--- config.mk ---
export PLATFORM = sky130hd
export DESIGN_NAME = arp_cache_with_pending_timeouts
export DESIGN_NICKNAME = d
export VERILOG_FILES = /design/src/hdl/arpc_pkg.sv /design/src/hdl/arp_cache_with_pending_timeouts.sv /design/src/hdl/arpc_ram.sv /design/src/hdl/arpc_fifo.sv /design/src/hdl/arpc_front.sv /design/src/hdl/arpc_back.sv
export VERILOG_INCLUDE_DIRS = /design/src /design/src/hdl
export SDC_FILE = /design/constraint.sdc
export NUM_CORES = 2
export LEC_CHECK = 0
export ABC_CLOCK_PERIOD_IN_PS = 10600
export BUFFER_PORTS_ARGS = -buffer_cell sky130_fd_sc_hd__buf_2
export CORE_ASPECT_RATIO = 0.6
export CORE_UTILIZATION = 40
export CTS_CLUSTER_SIZE = 12
export DETAILED_ROUTE_END_ITERATION = 16
export HOLD_SLACK_MARGIN = 0.05
export PLACE_DENSITY = 0.66
export SYNTH_ARGS = -nofsm -noshare
export SYNTH_HDL_FRONTEND = slang
export SYNTH_SLANG_ARGS = --single-unit
--- constraint.sdc ---
create_clock -name clk_i -period 10.6 [get_ports clk_i]
set_input_delay 2.12 -clock clk_i [delete_from_list [all_inputs] [get_ports clk_i]]
set_output_delay 2.12 -clock clk_i [all_outputs]
set_load 0.01 [all_outputs]
--- src/hdl/arp_cache_with_pending_timeouts_assert.svh ---
// Assertion macros shared by the address-resolution cache modules.
`ifndef ARP_CACHE_WITH_PENDING_TIMEOUTS_ASSERT_SVH
`define ARP_CACHE_WITH_PENDING_TIMEOUTS_ASSERT_SVH
`ifndef NO_ASSERTIONS
// Property must hold at every clock edge outside reset.
`define ARPC_ASSERT(lbl, prop, msg) \
  lbl: assert property (@(posedge clk_i) disable iff (!rst_ni) prop) else $error(msg);
// Condition must never be true at a clock edge outside reset.
`define ARPC_NEVER(lbl, cond, msg) \
  lbl: assert property (@(posedge clk_i) disable iff (!rst_ni) !(cond)) else $error(msg);
`else
`define ARPC_ASSERT(lbl, prop, msg)
`define ARPC_NEVER(lbl, cond, msg)
`endif
`endif

--- src/hdl/arpc_pkg.sv ---
// Types and constants shared by the address-resolution cache modules.
package arpc_pkg;

  // Operation codes of an input transaction.
  typedef enum logic [2:0] {
    OP_LOOKUP  = 3'd0,
    OP_REPLY   = 3'd1,
    OP_REQUEST = 3'd2,
    OP_QUERY   = 3'd3,
    OP_TICK    = 3'd4
  } op_e;

  // Result kinds.
  localparam logic [2:0] KIND_LOOKUP   = 3'd0;
  localparam logic [2:0] KIND_RESOLVED = 3'd1;
  localparam logic [2:0] KIND_PENDING  = 3'd2;
  localparam logic [2:0] KIND_RESEND   = 3'd3;
  localparam logic [2:0] KIND_MARK     = 3'd4;

  // A tick serves at most this many due entries.
  localparam int unsigned MAX_RESULTS = 8;
  localparam int unsigned CNT_W       = $clog2(MAX_RESULTS + 1);

  localparam int unsigned DELAY_W          = 8;
  localparam logic [DELAY_W-1:0] DELAY_RST = 8'd5;

  typedef struct packed {
    logic [2:0]  opcode;
    logic [31:0] ip_addr;
    logic [47:0] hw_addr;
    logic [31:0] now;
  } in_item_t;

  typedef struct packed {
    logic [2:0]  result_kind;
    logic [31:0] ip_out;
    logic [47:0] hw_out;
    logic        found;
    logic        last;
  } res_t;

  // Classified command handed from the front to the back.
  typedef struct packed {
    op_e         op;
    logic [31:0] ip;
    logic [47:0] hw;
    logic [31:0] now;
  } cmd_t;

  typedef enum logic [2:0] {
    BK_IDLE,
    BK_P_RD,
    BK_P_CHK,
    BK_C_RD,
    BK_C_CHK,
    BK_EMIT
  } bk_state_e;

endpackage

--- src/hdl/arp_cache_with_pending_timeouts.sv ---
// Top level of the address-resolution cache with pending-request timeouts.
//
//   Channel   Handshake               Payload      Direction
//   input     push / full             in_item_i    in
//   result    empty / pop             res_o        out
//   config    cfg_valid_i/cfg_ready_o cfg_data_i   in
//
// Each table entry visited takes a read state and a check state at the registered RAM read port.
// Reset clears all valid bits at once; the delay register resets to 5. No clearing pass.
// A full result queue stalls the back end; the input queue keeps accepting until full.
module arp_cache_with_pending_timeouts #(
  parameter int unsigned CACHE_ENTRIES   = 16,
  parameter int unsigned PENDING_ENTRIES = 8
) (
  input  logic                         clk_i,
  input  logic                         rst_ni,
  input  logic                         push,
  output logic                         full,
  input  arpc_pkg::in_item_t           in_item_i,
  output logic                         empty,
  input  logic                         pop,
  output arpc_pkg::res_t               res_o,
  input  logic                         cfg_valid_i,
  output logic                         cfg_ready_o,
  input  logic [arpc_pkg::DELAY_W-1:0] cfg_data_i
);
  import arpc_pkg::*;

  logic [DELAY_W-1:0] resend_delay_q;
  cmd_t               cmd;
  logic               cmd_valid, cmd_pop;
  res_t               res_push_data;
  logic               res_push, res_full;
  logic [$bits(res_t)-1:0] res_rdata;

  // Delay register, written by a configuration transaction.
  assign cfg_ready_o = 1'b1;

  always_ff @(posedge clk_i or negedge rst_ni) begin
    if (!rst_ni) begin
      resend_delay_q <= DELAY_RST;
    end else if (cfg_valid_i && cfg_ready_o) begin
      resend_delay_q <= cfg_data_i;
    end
  end

  arpc_front u_front (
    .clk_i       (clk_i),
    .rst_ni      (rst_ni),
    .push_i      (push),
    .item_i      (in_item_i),
    .full_o      (full),
    .cmd_o       (cmd),
    .cmd_valid_o (cmd_valid),
    .cmd_pop_i   (cmd_pop)
  );

  arpc_back #(
    .CACHE_ENTRIES   (CACHE_ENTRIES),
    .PENDING_ENTRIES (PENDING_ENTRIES)
  ) u_back (
    .clk_i          (clk_i),
    .rst_ni         (rst_ni),
    .cmd_i          (cmd),
    .cmd_valid_i    (cmd_valid),
    .cmd_pop_o      (cmd_pop),
    .resend_delay_i (resend_delay_q),
    .res_o          (res_push_data),
    .res_push_o     (res_push),
    .res_full_i     (res_full)
  );

  // Result queue between the back end and the result port.
  arpc_fifo #(
    .WIDTH ($bits(res_t)),
    .DEPTH (2)
  ) u_res_q (
    .clk_i   (clk_i),
    .rst_ni  (rst_ni),
    .push_i  (res_push),
    .data_i  (res_push_data),
    .full_o  (res_full),
    .pop_i   (pop),
    .data_o  (res_rdata),
    .empty_o (empty)
  );

  assign res_o = res_t'(res_rdata);

endmodule

--- src/hdl/arpc_ram.sv ---
// Generic single-write, single-read RAM with registered read data.
module arpc_ram #(
  parameter int unsigned WIDTH = 8,
  parameter int unsigned DEPTH = 16,
  localparam int unsigned AW   = (DEPTH > 1) ? $clog2(DEPTH) : 1
) (
  input  logic             clk_i,
  input  logic             we_i,
  input  logic [AW-1:0]    waddr_i,
  input  logic [WIDTH-1:0] wdata_i,
  input  logic [AW-1:0]    raddr_i,
  output logic [WIDTH-1:0] rdata_o
);

  logic [WIDTH-1:0] mem [DEPTH];
  logic [WIDTH-1:0] rdata_q;

  // Write port and registered read port.
  always_ff @(posedge clk_i) begin
    if (we_i) begin
      mem[waddr_i] <= wdata_i;
    end
    rdata_q <= mem[raddr_i];
  end

  assign rdata_o = rdata_q;

endmodule

--- src/hdl/arpc_fifo.sv ---
// Small register queue carrying one packed word per transaction.
module arpc_fifo #(
  parameter int unsigned WIDTH = 8,
  parameter int unsigned DEPTH = 2
) (
  input  logic             clk_i,
  input  logic             rst_ni,
  input  logic             push_i,
  input  logic [WIDTH-1:0] data_i,
  output logic             full_o,
  input  logic             pop_i,
  output logic [WIDTH-1:0] data_o,
  output logic             empty_o
);

  localparam int unsigned AW = (DEPTH > 1) ? $clog2(DEPTH) : 1;
  localparam int unsigned CW = $clog2(DEPTH + 1);

  logic [WIDTH-1:0] slot_q [DEPTH];
  logic [AW-1:0]    wr_ptr_q, wr_ptr_d;
  logic [AW-1:0]    rd_ptr_q, rd_ptr_d;
  logic [CW-1:0]    count_q, count_d;
  logic             do_push, do_pop;

  assign full_o  = (count_q == CW'(DEPTH));
  assign empty_o = (count_q == '0);
  assign data_o  = slot_q[rd_ptr_q];
  assign do_push = push_i && !full_o;
  assign do_pop  = pop_i && !empty_o;

  // Pointer and fill count update with wrap at the depth.
  always_comb begin
    wr_ptr_d = wr_ptr_q;
    rd_ptr_d = rd_ptr_q;
    count_d  = count_q;
    if (do_push) begin
      wr_ptr_d = (wr_ptr_q == AW'(DEPTH - 1)) ? '0 : wr_ptr_q + 1'b1;
    end
    if (do_pop) begin
      rd_ptr_d = (rd_ptr_q == AW'(DEPTH - 1)) ? '0 : rd_ptr_q + 1'b1;
    end
    if (do_push && !do_pop) begin
      count_d = count_q + 1'b1;
    end else if (do_pop && !do_push) begin
      count_d = count_q - 1'b1;
    end
  end

  always_ff @(posedge clk_i or negedge rst_ni) begin
    if (!rst_ni) begin
      wr_ptr_q <= '0;
      rd_ptr_q <= '0;
      count_q  <= '0;
    end else begin
      wr_ptr_q <= wr_ptr_d;
      rd_ptr_q <= rd_ptr_d;
      count_q  <= count_d;
    end
  end

  // Storage needs no reset.
  always_ff @(posedge clk_i) begin
    if (do_push) begin
      slot_q[wr_ptr_q] <= data_i;
    end
  end

endmodule

--- src/hdl/arpc_front.sv ---
// Front end: accepts input transactions, classifies the opcode and queues commands.
module arpc_front (
  input  logic               clk_i,
  input  logic               rst_ni,
  input  logic               push_i,
  input  arpc_pkg::in_item_t item_i,
  output logic               full_o,
  output arpc_pkg::cmd_t     cmd_o,
  output logic               cmd_valid_o,
  input  logic               cmd_pop_i
);
  import arpc_pkg::*;

  logic  op_known;
  logic  q_empty;
  cmd_t  cmd_in;
  logic [$bits(cmd_t)-1:0] q_rdata;

  // Undefined opcodes are accepted and dropped here; they never reach the back.
  always_comb begin
    op_known = item_i.opcode inside {OP_LOOKUP, OP_REPLY, OP_REQUEST, OP_QUERY, OP_TICK};
  end

  // Build the command word from the input fields.
  always_comb begin
    cmd_in.op  = op_e'(item_i.opcode);
    cmd_in.ip  = item_i.ip_addr;
    cmd_in.hw  = item_i.hw_addr;
    cmd_in.now = item_i.now;
  end

  arpc_fifo #(
    .WIDTH ($bits(cmd_t)),
    .DEPTH (2)
  ) u_cmd_q (
    .clk_i   (clk_i),
    .rst_ni  (rst_ni),
    .push_i  (push_i && op_known),
    .data_i  (cmd_in),
    .full_o  (full_o),
    .pop_i   (cmd_pop_i),
    .data_o  (q_rdata),
    .empty_o (q_empty)
  );

  assign cmd_o       = cmd_t'(q_rdata);
  assign cmd_valid_o = !q_empty;

endmodule

--- src/hdl/arpc_back.sv ---
// Back end: executes commands against the cache and pending tables.
`include "arp_cache_with_pending_timeouts_assert.svh"
module arpc_back #(
  parameter int unsigned CACHE_ENTRIES   = 16,
  parameter int unsigned PENDING_ENTRIES = 8
) (
  input  logic                           clk_i,
  input  logic                           rst_ni,
  input  arpc_pkg::cmd_t                 cmd_i,
  input  logic                           cmd_valid_i,
  output logic                           cmd_pop_o,
  input  logic [arpc_pkg::DELAY_W-1:0]   resend_delay_i,
  output arpc_pkg::res_t                 res_o,
  output logic                           res_push_o,
  input  logic                           res_full_i
);
  import arpc_pkg::*;

  localparam int unsigned CAW = (CACHE_ENTRIES > 1) ? $clog2(CACHE_ENTRIES) : 1;
  localparam int unsigned PAW = (PENDING_ENTRIES > 1) ? $clog2(PENDING_ENTRIES) : 1;
  localparam int unsigned CRW = 32 + 48;
  localparam int unsigned PRW = 32 + 32;

  bk_state_e state_q, state_d;
  cmd_t      cmd_q, cmd_d;
  res_t      res_q, res_d;
  logic [PAW-1:0] pidx_q, pidx_d, pfree_q, pfree_d;
  logic [CAW-1:0] cidx_q, cidx_d, cfree_q, cfree_d, victim_q, victim_d;
  logic           pfree_v_q, pfree_v_d, cfree_v_q, cfree_v_d;
  logic [CNT_W-1:0] n_q, n_d;
  logic [CACHE_ENTRIES-1:0]   cache_valid_q, cache_valid_d;
  logic [PENDING_ENTRIES-1:0] pend_valid_q, pend_valid_d;

  logic           pram_we, cram_we;
  logic [PAW-1:0] pram_waddr;
  logic [CAW-1:0] cram_waddr;
  logic [PRW-1:0] pram_wdata, pram_rdata;
  logic [CRW-1:0] cram_wdata, cram_rdata;

  logic [31:0] p_ip, p_dl, c_ip, deadline;
  logic [47:0] c_hw;
  logic        p_hit, p_due, p_last, c_hit, c_last, tick_stall;

  function automatic res_t mk_res(logic [2:0] kind, logic [31:0] ip, logic [47:0] hw,
                                  logic fnd, logic lst);
    res_t r;
    r.result_kind = kind;
    r.ip_out      = ip;
    r.hw_out      = hw;
    r.found       = fnd;
    r.last        = lst;
    return r;
  endfunction

  // Pending table storage: protocol address over deadline.
  arpc_ram #(
    .WIDTH (PRW),
    .DEPTH (PENDING_ENTRIES)
  ) u_pend_ram (
    .clk_i   (clk_i),
    .we_i    (pram_we),
    .waddr_i (pram_waddr),
    .wdata_i (pram_wdata),
    .raddr_i (pidx_q),
    .rdata_o (pram_rdata)
  );

  // Cache storage: protocol address over hardware address.
  arpc_ram #(
    .WIDTH (CRW),
    .DEPTH (CACHE_ENTRIES)
  ) u_cache_ram (
    .clk_i   (clk_i),
    .we_i    (cram_we),
    .waddr_i (cram_waddr),
    .wdata_i (cram_wdata),
    .raddr_i (cidx_q),
    .rdata_o (cram_rdata)
  );

  // Compare the entry read in the previous cycle.
  assign p_ip     = pram_rdata[PRW-1:32];
  assign p_dl     = pram_rdata[31:0];
  assign c_ip     = cram_rdata[CRW-1:48];
  assign c_hw     = cram_rdata[47:0];
  assign deadline = cmd_q.now + 32'(resend_delay_i);
  assign p_hit    = pend_valid_q[pidx_q] && (p_ip == cmd_q.ip);
  assign p_due    = pend_valid_q[pidx_q] && (cmd_q.now > p_dl);
  assign p_last   = (pidx_q == PAW'(PENDING_ENTRIES - 1));
  assign c_hit    = cache_valid_q[cidx_q] && (c_ip == cmd_q.ip);
  assign c_last   = (cidx_q == CAW'(CACHE_ENTRIES - 1));
  // A held resend waits while the result queue is full.
  assign tick_stall = p_due && (n_q != '0) && res_full_i;

  assign res_o = res_q;

  // Sequencer: next state, table updates and result pushes.
  always_comb begin
    state_d       = state_q;
    cmd_d         = cmd_q;
    res_d         = res_q;
    pidx_d        = pidx_q;
    pfree_d       = pfree_q;
    pfree_v_d     = pfree_v_q;
    cidx_d        = cidx_q;
    cfree_d       = cfree_q;
    cfree_v_d     = cfree_v_q;
    victim_d      = victim_q;
    n_d           = n_q;
    cache_valid_d = cache_valid_q;
    pend_valid_d  = pend_valid_q;
    pram_we       = 1'b0;
    pram_waddr    = pidx_q;
    pram_wdata    = {cmd_q.ip, deadline};
    cram_we       = 1'b0;
    cram_waddr    = cidx_q;
    cram_wdata    = {cmd_q.ip, cmd_q.hw};
    cmd_pop_o     = 1'b0;
    res_push_o    = 1'b0;

    case (state_q)
      BK_IDLE: begin
        if (cmd_valid_i) begin
          cmd_pop_o = 1'b1;
          cmd_d     = cmd_i;
          pidx_d    = '0;
          cidx_d    = '0;
          pfree_v_d = 1'b0;
          cfree_v_d = 1'b0;
          n_d       = '0;
          state_d   = (cmd_i.op == OP_LOOKUP) ? BK_C_RD : BK_P_RD;
        end
      end

      BK_P_RD: state_d = BK_P_CHK;

      BK_P_CHK: begin
        case (cmd_q.op)
          OP_QUERY: begin
            if (p_hit || p_last) begin
              res_d   = mk_res(KIND_PENDING, cmd_q.ip, '0, p_hit, 1'b1);
              state_d = BK_EMIT;
            end else begin
              pidx_d  = pidx_q + 1'b1;
              state_d = BK_P_RD;
            end
          end
          OP_REPLY: begin
            if (p_hit) begin
              pend_valid_d[pidx_q] = 1'b0;
              state_d              = BK_C_RD;
            end else if (p_last) begin
              state_d = BK_IDLE;
            end else begin
              pidx_d  = pidx_q + 1'b1;
              state_d = BK_P_RD;
            end
          end
          OP_REQUEST: begin
            if (p_hit) begin
              // Refresh the deadline of an address already pending.
              pram_we              = 1'b1;
              pend_valid_d[pidx_q] = 1'b1;
              res_d                = mk_res(KIND_MARK, cmd_q.ip, '0, 1'b1, 1'b1);
              state_d              = BK_EMIT;
            end else begin
              if (!pfree_v_q && !pend_valid_q[pidx_q]) begin
                pfree_v_d = 1'b1;
                pfree_d   = pidx_q;
              end
              if (p_last) begin
                // No match anywhere: take the lowest free entry, or drop.
                if (pfree_v_d) begin
                  pram_we               = 1'b1;
                  pram_waddr            = pfree_d;
                  pend_valid_d[pfree_d] = 1'b1;
                end
                res_d   = mk_res(KIND_MARK, cmd_q.ip, '0, pfree_v_d, 1'b1);
                state_d = BK_EMIT;
              end else begin
                pidx_d  = pidx_q + 1'b1;
                state_d = BK_P_RD;
              end
            end
          end
          OP_TICK: begin
            if (!tick_stall) begin
              if (p_due) begin
                // Re-arm the entry and hold its resend until the next one is known.
                pram_we    = 1'b1;
                pram_wdata = {p_ip, deadline};
                res_push_o = (n_q != '0);
                res_d      = mk_res(KIND_RESEND, p_ip, '0, 1'b0, 1'b0);
                n_d        = n_q + 1'b1;
              end
              if (p_last || (n_d == CNT_W'(MAX_RESULTS))) begin
                if (n_d != '0) begin
                  res_d.last = 1'b1;
                  state_d    = BK_EMIT;
                end else begin
                  state_d = BK_IDLE;
                end
              end else begin
                pidx_d  = pidx_q + 1'b1;
                state_d = BK_P_RD;
              end
            end
          end
          default: state_d = BK_IDLE;
        endcase
      end

      BK_C_RD: state_d = BK_C_CHK;

      BK_C_CHK: begin
        case (cmd_q.op)
          OP_LOOKUP: begin
            if (c_hit || c_last) begin
              res_d   = mk_res(KIND_LOOKUP, cmd_q.ip, c_hit ? c_hw : '0, c_hit, 1'b1);
              state_d = BK_EMIT;
            end else begin
              cidx_d  = cidx_q + 1'b1;
              state_d = BK_C_RD;
            end
          end
          OP_REPLY: begin
            if (c_hit) begin
              cram_we               = 1'b1;
              cache_valid_d[cidx_q] = 1'b1;
              res_d   = mk_res(KIND_RESOLVED, cmd_q.ip, cmd_q.hw, 1'b1, 1'b1);
              state_d = BK_EMIT;
            end else begin
              if (!cfree_v_q && !cache_valid_q[cidx_q]) begin
                cfree_v_d = 1'b1;
                cfree_d   = cidx_q;
              end
              if (c_last) begin
                // Lowest free entry, else round-robin replacement.
                cram_we = 1'b1;
                if (cfree_v_d) begin
                  cram_waddr = cfree_d;
                end else begin
                  cram_waddr = victim_q;
                  victim_d   = (victim_q == CAW'(CACHE_ENTRIES - 1)) ? '0
                                                                   : victim_q + 1'b1;
                end
                cache_valid_d[cram_waddr] = 1'b1;
                res_d   = mk_res(KIND_RESOLVED, cmd_q.ip, cmd_q.hw, 1'b1, 1'b1);
                state_d = BK_EMIT;
              end else begin
                cidx_d  = cidx_q + 1'b1;
                state_d = BK_C_RD;
              end
            end
          end
          default: state_d = BK_IDLE;
        endcase
      end

      BK_EMIT: begin
        if (!res_full_i) begin
          res_push_o = 1'b1;
          state_d    = BK_IDLE;
        end
      end

      default: state_d = BK_IDLE;
    endcase
  end

  // Control state.
  always_ff @(posedge clk_i or negedge rst_ni) begin
    if (!rst_ni) begin
      state_q       <= BK_IDLE;
      pidx_q        <= '0;
      cidx_q        <= '0;
      pfree_v_q     <= 1'b0;
      cfree_v_q     <= 1'b0;
      victim_q      <= '0;
      n_q           <= '0;
      cache_valid_q <= '0;
      pend_valid_q  <= '0;
    end else begin
      state_q       <= state_d;
      pidx_q        <= pidx_d;
      cidx_q        <= cidx_d;
      pfree_v_q     <= pfree_v_d;
      cfree_v_q     <= cfree_v_d;
      victim_q      <= victim_d;
      n_q           <= n_d;
      cache_valid_q <= cache_valid_d;
      pend_valid_q  <= pend_valid_d;
    end
  end

  // Payload registers.
  always_ff @(posedge clk_i) begin
    cmd_q   <= cmd_d;
    res_q   <= res_d;
    pfree_q <= pfree_d;
    cfree_q <= cfree_d;
  end

  // A result is never pushed into a full result queue.
  `ARPC_NEVER(a_push_full, res_push_o && res_full_i, "result pushed while queue full")
  // Tables are only written while a command is in progress.
  `ARPC_NEVER(a_idle_write, (state_q == BK_IDLE) && (pram_we || cram_we), "write while idle")
  // A tick never serves more entries than the result limit.
  `ARPC_ASSERT(a_tick_cap, n_q <= CNT_W'(MAX_RESULTS), "tick result count over limit")
  // Cache entries are never invalidated once written.
  `ARPC_NEVER(a_cache_grow, |($past(cache_valid_q) & ~cache_valid_q), "cache valid bit cleared")

endmodule
==> results list <==
* Status: finished clean
- For the final database, setup skew stands at between 0.1 and 0.15 ns.
- Yosys mapped a number of flops with a built-in enable equal to 2399.
- Of all cell types, the one taking the most synthesized area is edfxtp_1.
- Most common cell in the synthesized netlist: edfxtp_1
* Number of buffers added on ports: 214
- Dividing total power by cell area gives a power density of between 200 and 250 nW/um2.
- Net switching is 27.4% of the power.
- Slew HR: 18.5%
- The number of max-slew violations in the final report was 0.
* Upper clock frequency limit: 0.154 GHz
* Post-detail-place hpwl: about 130000 um
* Buffer levels on the longest clock path: 4
- Routed via count: 46700
- Share of total power in the clock network: slightly above 30%
- Of the total power, registers draw about 54%.
- The hold violation total from the final report is 0.
- Post-synthesis average cell area: 21.0 um2
* Highest ir drop seen on vdd: approximately 180 uV
- Die outline height: about 380 um
- For this run, design rule violations remaining after detail routing come to 0.
- Part of the power in combinational logic: 14.9%
* Type of the tightest min-delay check: flip-flop to flip-flop
* Clock tree from TritonCTS: built
- Cell-internal power: about 19 mW
- Hold Startpoint: u_back.res_o[54]$_DFFE_PP_
* CTS Sinks: 2603
- Utilization after layout: 45.6%
- CP Data Required Time: between 10 and 15 ns
- In the global route stage, overall resource usage came out at roughly 18%.
- Number of gates given a new drive strength after cts: 0
- The path with the worst hold slack has its endpoint at u_res_q.slot_q[1][54]$_DFFE_PP_.
- Worst reg2reg endpoint: u_back.u_pend_ram.mem[1][45]$_DFFE_PP_
- The die is ~640 um wide.
* CTS root buffer: clkbuf_16
- Across all register-to-register paths, the minimum setup slack is ~4.1 ns.
* Async set-reset flop share out of synthesis: 2.31%
* Maximum fanout along the worst path: 40
* Vias in the first global route: 46700
- At the end of the flow, the number of nets in the layout was 5141.
- CTS built an H-tree with a depth of 4.
- During I/O placement, the number of pins put on the boundary was 216.
- Sorting the synthesized cells by how often they occur yields edfxtp_1 (2399), mux4_2 (407), a22oi_1 (264), mux2_2 (245), clkbuf_1 (167).
- Final weighted congestion of routability-driven global placement: 0.835
- Top flip-flop cell by instance count after synthesis: edfxtp_1
- By startpoint and endpoint, the worst setup path is classified as flip-flop to flip-flop.
* GRT busiest layer: met1
- Number of placement rows: roughly 140
* Worst reg2reg path depth: 11
- Clk Latency, worst-skew pair: 0.90 ns
- Num CTS Buffers: 248
- The analysis attributes to cell leakage a power of ~34 nW.
- The share of the Yosys chip area taken by registers is about four fifths.
- Global-route congestion overflow total: 0
- Setup crit start kind: flip-flop
* Fraction of layout instances using a drive strength above 1: between 20 and 30%
- Max-cap violations in this run came to 0.
- Final Critical Period: approximately 6.5 ns
* Antenna cell count: 0
- Share of Yosys cell area claimed by the top area cell type: roughly 74%
* Aggregate negative setup slack: 0 ns
* Cells on Worst Hold Path: 0
- Setup violations remaining at the end of the flow were counted as 0.
- Setup repair after global routing left no endpoint under its margin.
- Core region area: about 240000 um2
* Final std cell area, no fill: about 110000 um2
* First-pass detailed-route iteration total: 6
- Met3 routing resource usage after global routing: about 3.4%
- STA puts the critical path data arrival time at around 7 ns.
* Post-CTS setup buffer count: 0
- The mapped netlist covers ~97000 um2.
- Global routing consumed, on the met1 layer, around 28% of the routing resources.
- Dividing the detail-routed wire length by the instance count gives 27.0 um.
- Tightest Pin Transition: 1.21 ns
- Total wire length: about 220000 um
- Largest net degree at the start of global routing: ~150
- For this block, the initial DRC count from the detailed router was between 5000 and 6000.
- After clock tree synthesis, the clock-pin slew on the worst setup and hold paths is ~0.060 ns.
* Wire length of the first global-routing pass: between 300000 and 400000 um
- Synthesis-stage register bit count: between 2000 and 3000
* ANT nets after route: 0
* Number of inserted filler cells in the final layout: a little under 20000
* Die area: ~240000 um2
- The initial antenna violation count was 10.
- CP Capture Type: flip-flop
* Number of buffers inserted by hold repair at cts: 0
- Syn Inst Count: ~4600
- For this configuration, the core starts out at a cell density of roughly two fifths.
* Switch Pwr: 7.25 mW
- Met2 Usage GRT: a little over a quarter
- Total placed instance area: 102000 um2
* Count of different cell masters after synthesis: 74
- The worst path uses around three fifths of the clock period.
- In this run the critical register-to-register path is launched from u_back.cmd_q[29]$_DFFE_PP_.
* Area growth, synth to finish: 12.9%
* Yosys warning count: 0
* Top post-synthesis cells by area: edfxtp_1 (74%), mux4_2 (9.5%), dfxtp_1 (3.0%), mux2_2 (2.9%), a22oi_1 (2.0%)
- Dividing the detail-routed via count by the number of cells gives between 5 and 6.
* Nets in the synthesized netlist: roughly 4800
## kinds of logic after synthesis
group	Yosys count	share of synthesized area (%)
other	1	0.00387
multiplexers	663	12.4
buffers and inverters	275	1.09
XOR/XNOR	106	0.959
adder cells (fa/ha/maj)	52	0.680
AND/OR/NAND/NOR	417	2.18
flip-flops	2603	79.0
AO/OA/AOI/OAI	499	3.69
## placed cells by master, fill, tap and decap left out, types with 13 or more instances in the layout
| cell | instances |
|---|---|
| nor2b_1 | 14 |
| ha_1 | 51 |
| nor2_1 | 48 |
| a21oi_1 | 36 |
| dfrtp_1 | 52 |
| nand2_1 | 122 |
| a22o_1 | 52 |
| mux4_2 | 407 |
| mux2_2 | 245 |
| buf_4 | 99 |
| clkbuf_1 | 174 |
| nor2_4 | 29 |
| xnor2_1 | 65 |
| buf_2 | 214 |
| nand3_1 | 31 |
| and3_1 | 13 |
| clkbuf_16 | 250 |
| a22oi_1 | 264 |
| inv_1 | 55 |
| nand4_1 | 86 |
| edfxtp_1 | 2399 |
| o21ai_0 | 77 |
| xor2_1 | 41 |
| dfxtp_1 | 144 |
## area by class of cell
class	instances	area (um2)	area share [%]
Sequential cell	2603	76400	69.9
Tap cell	3172	3970	3.63
Timing Repair Buffer	314	1830	1.68
Multi-Input combinational cell	1738	19600	17.9
Clock inverter	18	259	0.237
Clock buffer	428	6960	6.37
Inverter	56	215	0.197
## per-layer routing
layer  share of wire (%)  vias to the layer above
met5                   0                        -
met4                 1.7                        0
met3                 8.2                      276
met2                  45                     1997
met1                  45                    24700
li1                    -                    19700
## worst max-delay path, stage by stage (launching register included)
cell	delay (ns)
edfxtp_1	0.47
ha_1	0.34
nand4_1	0.17
nor4_1	0.78
nand4_1	0.45
a31oi_1	0.42
o21a_1	0.37
nand3_2	0.88
nand2_1	0.31
nand2_1	0.28
nor2_4	0.81
buf_4	0.75
## power groups by stage
stage | logic, mW | clock network (mW) | registers, mW
after floorplan | 2.39 | 0 | 14.1
after global placement | 3.89 | 0 | 14.5
after detailed placement | 3.94 | 0 | 14.6
after CTS | 3.97 | 8.30 | 14.3
after global routing | 4.23 | 8.70 | 14.5
final | 3.92 | 8.14 | 14.3
## how the worst max path moves through the flow
stage	start	endpoint	slack (ns)	depth (start not counted)
floorplan	u_back.cmd_q[29]$_DFFE_PP_	u_res_q.slot_q[0][0]$_DFFE_PP_	2.36	8
CTS	u_back.cmd_q[29]$_DFFE_PP_	u_back.u_pend_ram.mem[1][45]$_DFFE_PP_	4.17	11
global route	u_back.cmd_q[29]$_DFFE_PP_	u_back.u_pend_ram.mem[1][45]$_DFFE_PP_	3.77	11
global placement	u_back.cmd_q[29]$_DFFE_PP_	u_back.u_pend_ram.mem[1][36]$_DFFE_PP_	4.38	11
finish	u_back.cmd_q[29]$_DFFE_PP_	u_back.u_pend_ram.mem[1][45]$_DFFE_PP_	4.10	11
detailed placement	u_back.cmd_q[29]$_DFFE_PP_	u_back.u_pend_ram.mem[1][45]$_DFFE_PP_	4.19	11
## stage by stage
step / hold WS [ns] / cells / worst slack [ns] / total power [mW]
after global routing: 0.428 / 8329 / 3.77 / 27.4
final: 0.420 / 8329 / 4.10 / 26.4
after detailed placement: 0.430 / 7883 / 4.19 / 18.5
after CTS: 0.412 / 8329 / 4.17 / 26.6
after global placement: 0.423 / 7883 / 4.38 / 18.4
after floorplan: 0.421 / 4616 / 2.36 / 16.5
## sequential cells by signal, summed over array words and instances (netlist names), 64 cells and up
name and count:
u_back.cmd_q 115, u_back.res_o 85, u_back.u_cache_ram.mem 1280, u_back.u_cache_ram.rdata_o 80, u_back.u_pend_ram.mem 512, u_back.u_pend_ram.rdata_o 64
u_front.u_cmd_q.slot_q 230, u_res_q.slot_q 170
(Power assumes the default switching activity.)
